==> src/sv/iel_pkg.sv <==
`timescale 1ns / 1ps
`default_nettype none
package iel_pkg;

  localparam int CAPACITY = 64;
  localparam int AW       = $clog2(CAPACITY);
  localparam int CW       = $clog2(CAPACITY + 1);
  localparam int DATA_W   = 32;
  localparam int POS_W    = 16;
  localparam int OP_W     = 2;
  localparam int COUNT_W  = 7;

  typedef enum logic [OP_W-1:0] {
    OP_INSERT = 2'd0,
    OP_ERASE  = 2'd1,
    OP_DUMP   = 2'd2
  } op_t;

  typedef enum logic [2:0] {
    ST_IDLE,
    ST_SHIFT_RD,
    ST_SHIFT_WR,
    ST_PUT,
    ST_RESP,
    ST_DUMP_RD,
    ST_DUMP_OUT
  } state_t;

  typedef struct packed {
    logic                     ok;
    logic [COUNT_W-1:0]       count;
    logic signed [DATA_W-1:0] element;
    logic                     element_valid;
    logic                     last;
  } res_t;

  typedef struct packed {
    logic              we;
    logic [AW-1:0]     waddr;
    logic [DATA_W-1:0] wdata;
    logic [AW-1:0]     raddr;
  } mem_req_t;

endpackage
`default_nettype wire

==> src/sv/iel_ram.sv <==
`timescale 1ns / 1ps
`default_nettype none
module iel_ram #(
  parameter int DEPTH = 64,
  parameter int WIDTH = 32,
  parameter int AW    = $clog2(DEPTH)
) (
  input  wire logic             clk,
  input  wire logic             we,
  input  wire logic [AW-1:0]    waddr,
  input  wire logic [WIDTH-1:0] wdata,
  input  wire logic [AW-1:0]    raddr,
  output logic      [WIDTH-1:0] rdata
);

  logic [WIDTH-1:0] mem [DEPTH];

  always_ff @(posedge clk) begin
    if (we) begin
      mem[waddr] <= wdata;
    end
  end

  always_ff @(posedge clk) begin
    rdata <= mem[raddr];
  end

endmodule
`default_nettype wire

==> src/sv/iel_seq.sv <==
`timescale 1ns / 1ps
`default_nettype none
module iel_seq (
  input  wire logic                             clk,
  input  wire logic                             rst_n,
  input  wire logic                             in_valid,
  output logic                                  in_ready,
  input  wire logic [iel_pkg::OP_W-1:0]         in_op,
  input  wire logic signed [iel_pkg::POS_W-1:0] in_position,
  input  wire logic signed [iel_pkg::DATA_W-1:0] in_value,
  output logic                                  res_valid,
  input  wire logic                             res_ready,
  output iel_pkg::res_t                         res,
  output iel_pkg::mem_req_t                     mem_req,
  input  wire logic [iel_pkg::DATA_W-1:0]       mem_rdata
);
  import iel_pkg::*;

  state_t             state_r, state_nxt;
  logic [CW-1:0]      idx_r, idx_nxt;
  logic [CW-1:0]      pos_r, pos_nxt;
  logic [CW-1:0]      fill_r, fill_nxt;
  logic [DATA_W-1:0]  val_r, val_nxt;
  logic               ins_r, ins_nxt;
  logic               ok_r, ok_nxt;

  logic [CW-1:0]      sum;       // shared index stepper
  logic [POS_W-1:0]   pos_u;
  logic               pos_neg;
  logic               ins_ok;
  logic               er_ok;
  logic               accept;

  assign pos_u   = in_position;
  assign pos_neg = in_position[POS_W-1];
  assign ins_ok  = !pos_neg && (pos_u <= POS_W'(fill_r)) && (fill_r != CW'(CAPACITY));
  assign er_ok   = !pos_neg && (pos_u < POS_W'(fill_r));
  assign accept  = in_valid && in_ready;

  // insert walks down, erase and dump walk up
  assign sum = ins_r ? (idx_r - CW'(1)) : (idx_r + CW'(1));

  always_ff @(posedge clk) begin
    if (!rst_n) begin
      state_r <= ST_IDLE;
      fill_r  <= '0;
    end else begin
      state_r <= state_nxt;
      fill_r  <= fill_nxt;
    end
  end

  always_ff @(posedge clk) begin
    idx_r <= idx_nxt;
    pos_r <= pos_nxt;
    val_r <= val_nxt;
    ins_r <= ins_nxt;
    ok_r  <= ok_nxt;
  end

  always_comb begin
    state_nxt = state_r;
    idx_nxt   = idx_r;
    pos_nxt   = pos_r;
    fill_nxt  = fill_r;
    val_nxt   = val_r;
    ins_nxt   = ins_r;
    ok_nxt    = ok_r;
    in_ready  = 1'b0;
    res_valid = 1'b0;
    res       = '{ok: ok_r, count: COUNT_W'(fill_r), element: '0,
                  element_valid: 1'b0, last: 1'b1};
    mem_req   = '{we: 1'b0, waddr: idx_r[AW-1:0], wdata: mem_rdata,
                  raddr: sum[AW-1:0]};

    unique case (state_r)
      ST_IDLE: begin
        in_ready = 1'b1;
        if (accept) begin
          pos_nxt = CW'(in_position);
          val_nxt = in_value;
          ins_nxt = 1'b0;
          ok_nxt  = 1'b0;
          state_nxt = ST_RESP;
          unique case (in_op)
            OP_INSERT: begin
              ins_nxt = 1'b1;
              if (ins_ok) begin
                ok_nxt   = 1'b1;
                fill_nxt = fill_r + CW'(1);
                idx_nxt  = fill_r;
                state_nxt = (CW'(in_position) == fill_r) ? ST_PUT : ST_SHIFT_RD;
              end
            end
            OP_ERASE: begin
              if (er_ok) begin
                ok_nxt   = 1'b1;
                fill_nxt = fill_r - CW'(1);
                idx_nxt  = CW'(in_position);
                // erasing the tail needs no move
                state_nxt = (CW'(in_position) == fill_r - CW'(1)) ? ST_RESP : ST_SHIFT_RD;
              end
            end
            OP_DUMP: begin
              ok_nxt  = 1'b1;
              idx_nxt = '0;
              state_nxt = (fill_r == '0) ? ST_RESP : ST_DUMP_RD;
            end
            default: begin
              state_nxt = ST_RESP;
            end
          endcase
        end
      end

      ST_SHIFT_RD: begin
        state_nxt = ST_SHIFT_WR;
      end

      ST_SHIFT_WR: begin
        mem_req.we = 1'b1;
        idx_nxt    = sum;
        if (ins_r) begin
          state_nxt = (sum == pos_r) ? ST_PUT : ST_SHIFT_RD;
        end else begin
          state_nxt = (sum == fill_r) ? ST_RESP : ST_SHIFT_RD;
        end
      end

      ST_PUT: begin
        mem_req.we    = 1'b1;
        mem_req.waddr = pos_r[AW-1:0];
        mem_req.wdata = val_r;
        state_nxt     = ST_RESP;
      end

      ST_RESP: begin
        res_valid = 1'b1;
        if (res_ready) begin
          state_nxt = ST_IDLE;
        end
      end

      ST_DUMP_RD: begin
        mem_req.raddr = idx_r[AW-1:0];
        state_nxt     = ST_DUMP_OUT;
      end

      ST_DUMP_OUT: begin
        mem_req.raddr     = idx_r[AW-1:0];
        res_valid         = 1'b1;
        res.element       = mem_rdata;
        res.element_valid = 1'b1;
        res.last          = (sum == fill_r);
        if (res_ready) begin
          idx_nxt   = sum;
          state_nxt = (sum == fill_r) ? ST_IDLE : ST_DUMP_RD;
        end
      end

      default: begin
        state_nxt = ST_IDLE;
      end
    endcase
  end

endmodule
`default_nettype wire

==> src/sv/indexed_insert_erase_list.sv <==
// Indexed insert/erase list of signed 32-bit words, up to 64 entries.
// Input channel (in_valid/in_ready): op, position, value. op insert puts
// value at position 0..count, erase removes position 0..count-1, dump
// emits every stored word in order; anything else returns ok=0.
// Result channel (out_valid/out_ready): ok, count, element, element_valid,
// last. Insert, erase and rejects give one item with last=1; a dump gives
// one item per element, last on the final one, or a single empty item.
// Timing: the store is a single-port-write, registered-read RAM, and every
// move of an entry goes through it: insert and erase shift each entry past
// the position with a read and then a write, and a dump reads each element
// before it emits it. in_ready is high only while idle, so the next item
// is taken in the cycle after the sequencer hands its last result on.
// Results go through an output register, so the next item can be taken
// while a result still waits on a stalled receiver; the sequencer simply
// holds when the output register is occupied and not being drained.
// Reset (rst_n low, synchronous) empties the list; the RAM is not cleared.
`timescale 1ns / 1ps
`default_nettype none
module indexed_insert_erase_list (
  input  wire logic                              clk,
  input  wire logic                              rst_n,
  input  wire logic                              in_valid,
  output logic                                   in_ready,
  input  wire logic [iel_pkg::OP_W-1:0]          in_op,
  input  wire logic signed [iel_pkg::POS_W-1:0]  in_position,
  input  wire logic signed [iel_pkg::DATA_W-1:0] in_value,
  output logic                                   out_valid,
  input  wire logic                              out_ready,
  output logic                                   out_ok,
  output logic [iel_pkg::COUNT_W-1:0]            out_count,
  output logic signed [iel_pkg::DATA_W-1:0]      out_element,
  output logic                                   out_element_valid,
  output logic                                   out_last
);
  import iel_pkg::*;

  res_t              res;
  logic              res_valid;
  logic              res_ready;
  mem_req_t          mem_req;
  logic [DATA_W-1:0] mem_rdata;

  res_t              out_r;
  logic              out_valid_r;

  iel_seq u_seq (
    .clk         (clk),
    .rst_n       (rst_n),
    .in_valid    (in_valid),
    .in_ready    (in_ready),
    .in_op       (in_op),
    .in_position (in_position),
    .in_value    (in_value),
    .res_valid   (res_valid),
    .res_ready   (res_ready),
    .res         (res),
    .mem_req     (mem_req),
    .mem_rdata   (mem_rdata)
  );

  iel_ram #(
    .DEPTH (CAPACITY),
    .WIDTH (DATA_W)
  ) u_ram (
    .clk   (clk),
    .we    (mem_req.we),
    .waddr (mem_req.waddr),
    .wdata (mem_req.wdata),
    .raddr (mem_req.raddr),
    .rdata (mem_rdata)
  );

  // output register: loads when empty or being drained this cycle
  assign res_ready = !out_valid_r || out_ready;

  always_ff @(posedge clk) begin
    if (!rst_n) begin
      out_valid_r <= 1'b0;
    end else if (res_ready) begin
      out_valid_r <= res_valid;
    end
  end

  always_ff @(posedge clk) begin
    if (res_ready && res_valid) begin
      out_r <= res;
    end
  end

  assign out_valid         = out_valid_r;
  assign out_ok            = out_r.ok;
  assign out_count         = out_r.count;
  assign out_element       = out_r.element;
  assign out_element_valid = out_r.element_valid;
  assign out_last          = out_r.last;

endmodule
`default_nettype wire
==> config.mk <==
export PLATFORM = sky130hd
export DESIGN_NAME = indexed_insert_erase_list
export DESIGN_NICKNAME = d
export VERILOG_FILES = /design/src/sv/iel_pkg.sv /design/src/sv/iel_ram.sv /design/src/sv/iel_seq.sv /design/src/sv/indexed_insert_erase_list.sv
export SDC_FILE = /design/constraint.sdc
export NUM_CORES = 2
export LEC_CHECK = 0
export BUFFER_PORTS_ARGS = -buffer_cell sky130_fd_sc_hd__buf_2
export CORE_MARGIN = 2
export CORE_UTILIZATION = 30
export DETAILED_ROUTE_END_ITERATION = 8
export GPL_ROUTABILITY_DRIVEN = 0
export GPL_TIMING_DRIVEN = 0
export SLEW_MARGIN = 20
export SYNTH_ARGS = -nofsm -noshare
export SYNTH_HDL_FRONTEND = slang
export SYNTH_SLANG_ARGS = --single-unit
export TNS_END_PERCENT = 1
==> constraint.sdc <==
create_clock -name clk -period 4.1 [get_ports clk]
set_input_delay 0 -clock clk [delete_from_list [all_inputs] [get_ports clk]]
set_output_delay 0 -clock clk [all_outputs]
set_load 0.03 [all_outputs]
==> flow_metrics.py <==
metrics = {
    "outcome": {
        "outcome": "finished with violations",
        "violations": "negative setup slack",
    },
    "detailed_routing": {
        "routedWlPerCell_um": 30.5,
        "drc": 0,
        "firstDrtPassIters": 6,
        "drtAntennaViolNets": 0,
        "wirelength_mm": 319,
        "drtIter0Drc": 8150,
        "vias": 61289,
        "vias_per_cell": 5.87,
    },
    "run": {
        "drv_cap": 0,
    },
    "floorplan": {
        "die_x_um": 566,
        "core_sq_mm": 0.315,
        "fp.dieArea_sq_mm": 0.321,
        "die_y_um": 566,
        "ios": 98,
        "rows": 206,
        "initial_utilization_pct": 30.1,
    },
    "yosys": {
        "synth_fa_ha_area_share_pct": 0.258,
        "syn_area_sq_mm": 0.0949,
        "yosysUniqueCellTypes": 73,
        "synth_compound_area_share_pct": 10.2,
        "synth_nets": 5559,
        "synth_xor_area_share_pct": 0.349,
        "yosys.area.top_type_share_pct": 67.7,
        "synth-edff-count": 2138,
        "yosysMostFrequentCell": "edfxtp_1",
        "synth_common_cells": "edfxtp_1, mux4_2, o22ai_1",
        "ys_async_sr_fraction_pct": 0,
        "yosys_warnings": 0,
        "ys_ff_latch": 2181,
        "synth_top_family_by_area": "multiplexers",
        "synthSimpleGateAreaFrac_pct": 4.60,
        "synth_area_leader_cell": "edfxtp_1",
        "yosys_most_used_dff": "edfxtp_1",
        "yosysSeqAreaShare_pct": 68.6,
        "ys_top_cells_by_area": "edfxtp_1, mux4_2, o22ai_1",
        "muxShareOfSynthArea_pct": 13.9,
        "netlist_instances": 5486,
        "avgSynthCellArea_sq_um": 17.3,
    },
    "cts": {
        "cts_max_level": 4,
        "cts_buffer_depth": 3,
        "tritoncts": "yes",
        "numClockSinks": 2181,
        "clockRootBuffer": "clkbuf_16",
        "cts_buffers": 218,
        "clk-insertion-delay-late_ns": 0.92,
        "clk_pin_slew_worst_paths_ns": 0.06,
    },
    "finish": {
        "drive_gt1_share_pct": 27.8,
        "final_net_count": 6156,
        "area_growth_pct": 20.8,
        "post-route-util_pct": 36.4,
    },
    "timing": {
        "max_freq_ghz": 0.234,
        "period_share_pct": 104,
        "grt_setup_unrepaired": "yes",
        "setup_slack_ns": -0.181,
        "setup_violations": 177,
        "tightest_slew_ns": 1.21,
        "slew-limit-headroom_pct": 19.2,
        "hold_viol": 0,
        "finClkSkew_ns": 0.0364,
        "fin_crit_ns": 4.28,
        "slew_violations": 0,
    },
    "power_and_ir_drop": {
        "ir_drop_mv": 0.502,
        "power_density_mw_per_mm2": 550,
        "p_leak_nw": 35.1,
    },
    "critical_path": {
        "slowest_delay_ns": 0.83,
        "crit_arrival_ns": 5.04,
        "end_kind": "register",
        "cp_top_family": "buffers and inverters",
        "cpMostUsedCell": "clkbuf_1",
        "cp-start-kind": "register",
        "path_class": "reg -> reg",
        "crit_slowest_cell": "clkbuf_1",
        "cp_max_fo": 10,
        "path_cells": "buf_2 > and2_1 > nand2_1 > clkbuf_1 > clkbuf_1 > o221ai_1 > o21a_1 > o22ai_1 > o22ai_2 > nor4b_4",
        "worstPathBufferInverterCount": 3,
        "worst_ep_required_time_ns": 4.86,
    },
    "global_route": {
        "grt_max_degree": 65,
        "grt_pass1_vias": 60464,
        "grt_overflow_total": 0,
        "track_usage_pct": 19.3,
        "grt_pass1_wl_mm": 448,
        "antenna_found_initial": 19,
    },
    "placement": {
        "hpwl_mm": 224,
        "port_buffers": 97,
        "dp_slack_ns": -1.99,
    },
    "hold_path": {
        "hold_class": "in -> reg",
    },
}
[sequential cells by signal (all words and copies together) (netlist names)]
signal             cells
out_count              7
u_seq.state_r          3
out_element           32
u_seq.ok_r             1
out_element_valid      1
u_ram.rdata           32
u_seq.ins_r            1
u_seq.fill_r           7
u_seq.val_r           32
u_ram.mem           2048
out_last               1
u_seq.idx_r            7
u_seq.pos_r            7
out_valid              1
out_ok                 1
[where the power goes]
group | internal, W | total, W | switching (W) | leakage, nW
sequential | 0.0278 | 0.0280 | 0.000177 | 19.5
clock | 0.0112 | 0.0200 | 0.00877 | 3.44
combinational | 0.00431 | 0.0151 | 0.0108 | 12.1
total | 0.0433 | 0.0631 | 0.0197 | 35.1
[worst register-to-register path, delay by kind of cell, from the launching register on]
family / cells / cell delay, ns
DFF: 1 / 0.49
buffers and inverters: 3 / 1.58
and+or+nand+nor: 3 / 1.07
AOI/OAI and AO/OA: 4 / 1.00
[placed cells by master (no fill, tap or decap), drive strengths merged, types with 29 or more instances in the layout]
| cell | Yosys | layout |
|---|---|---|
| clkinv | 1 | 94 |
| xnor2 | 29 | 29 |
| o21ai | 93 | 93 |
| inv | 23 | 32 |
| nor4b | 30 | 30 |
| mux2 | 40 | 40 |
| a2111oi | 122 | 122 |
| o311ai | 30 | 30 |
| dfxtp | 43 | 43 |
| nor3 | 222 | 222 |
| mux4 | 555 | 555 |
| o211ai | 36 | 36 |
| o22ai | 497 | 497 |
| nor2 | 89 | 89 |
| a22o | 32 | 32 |
| o221ai | 266 | 266 |
| dlygate4sd3 | 0 | 91 |
| nand2 | 183 | 183 |
| o21a | 126 | 126 |
| nand3 | 62 | 62 |
| nor2b | 132 | 132 |
| edfxtp | 2138 | 2138 |
| buf | 187 | 470 |
| clkbuf | 279 | 562 |
| and3 | 63 | 63 |
| a221oi | 32 | 32 |
[per-stage QoR]
| stage | setup TNS [ns] | total power [W] | cell area, sq um | std cells | hold slack [ns] |
|---|---|---|---|---|---|
| finish | -9.22 | 0.0631 | 115000 | 10448 | 0.0398 |
| global route | -8.22 | 0.0645 | 115000 | 10436 | 0.0619 |
| CTS | -3.61 | 0.0629 | 114000 | 10427 | 0.00503 |
| detailed placement | -1547.29 | 0.0424 | 104000 | 9862 | 0.179 |
| global placement | -6513.84 | 0.0413 | 101000 | 9743 | 0.180 |
| floorplan | 0 | 0.0350 | 94900 | 5486 | 0.0989 |
[cell type report]
cell class	count	area, sq um
inverters	24	90.1
clock buffers	284	5770
well taps	4160	5200
diodes	13	32.5
clock inverters	128	1320
fillers	29034	200000
flip-flops and latches	2181	65100
multi-input cells	2815	30000
repair buffers	378	4810
plain buffers	465	2350
[final timing paths]
kind / start / to / slack, ns / depth (start not counted)
min reg2reg: u_ram.rdata[8] / out_element[8] / 0.57 / 1
max: u_seq.idx_r[1] / u_ram.rdata[27] / -0.18 / 10
max reg2reg: u_seq.idx_r[1] / u_ram.rdata[27] / -0.18 / 10
min: rst_n / u_seq.state_r[0] / 0.04 / 4
[per-layer routing]
| metal | vias to the layer above | GRT usage [%] | part of all wire, % |
|---|---|---|---|
| met3 | 768 | 3.69 | 9.2 |
| met1 | 32059 | 24.0 | 37 |
| met2 | 3659 | 31.4 | 47 |
| li1 | 24793 | - | - |
| met5 | - | 0 | 0.020 |
| met4 | 10 | 11.4 | 6.6 |
[timing repair]
item                       4_1_cts  5_1_grt
pin swaps                       61       17
buffers inserted                63        7
resized for setup              396       63
hold buffers                    91        0
setup endpoints to repair     2518      500
hold endpoints to repair       112        0
[kinds of logic (layout without fill, tap and decap cells)]
family	after synthesis	count (layout)
DFF	2181	2181
AOI/OAI and AO/OA	1319	1319
and+or+nand+nor	820	820
muxes	620	620
buffers and inverters	490	1279
xor gates and xnor gates	37	37
adders and majority gates	19	19
other	0	13
No activity file was read; power rests on OpenSTA's default activity.
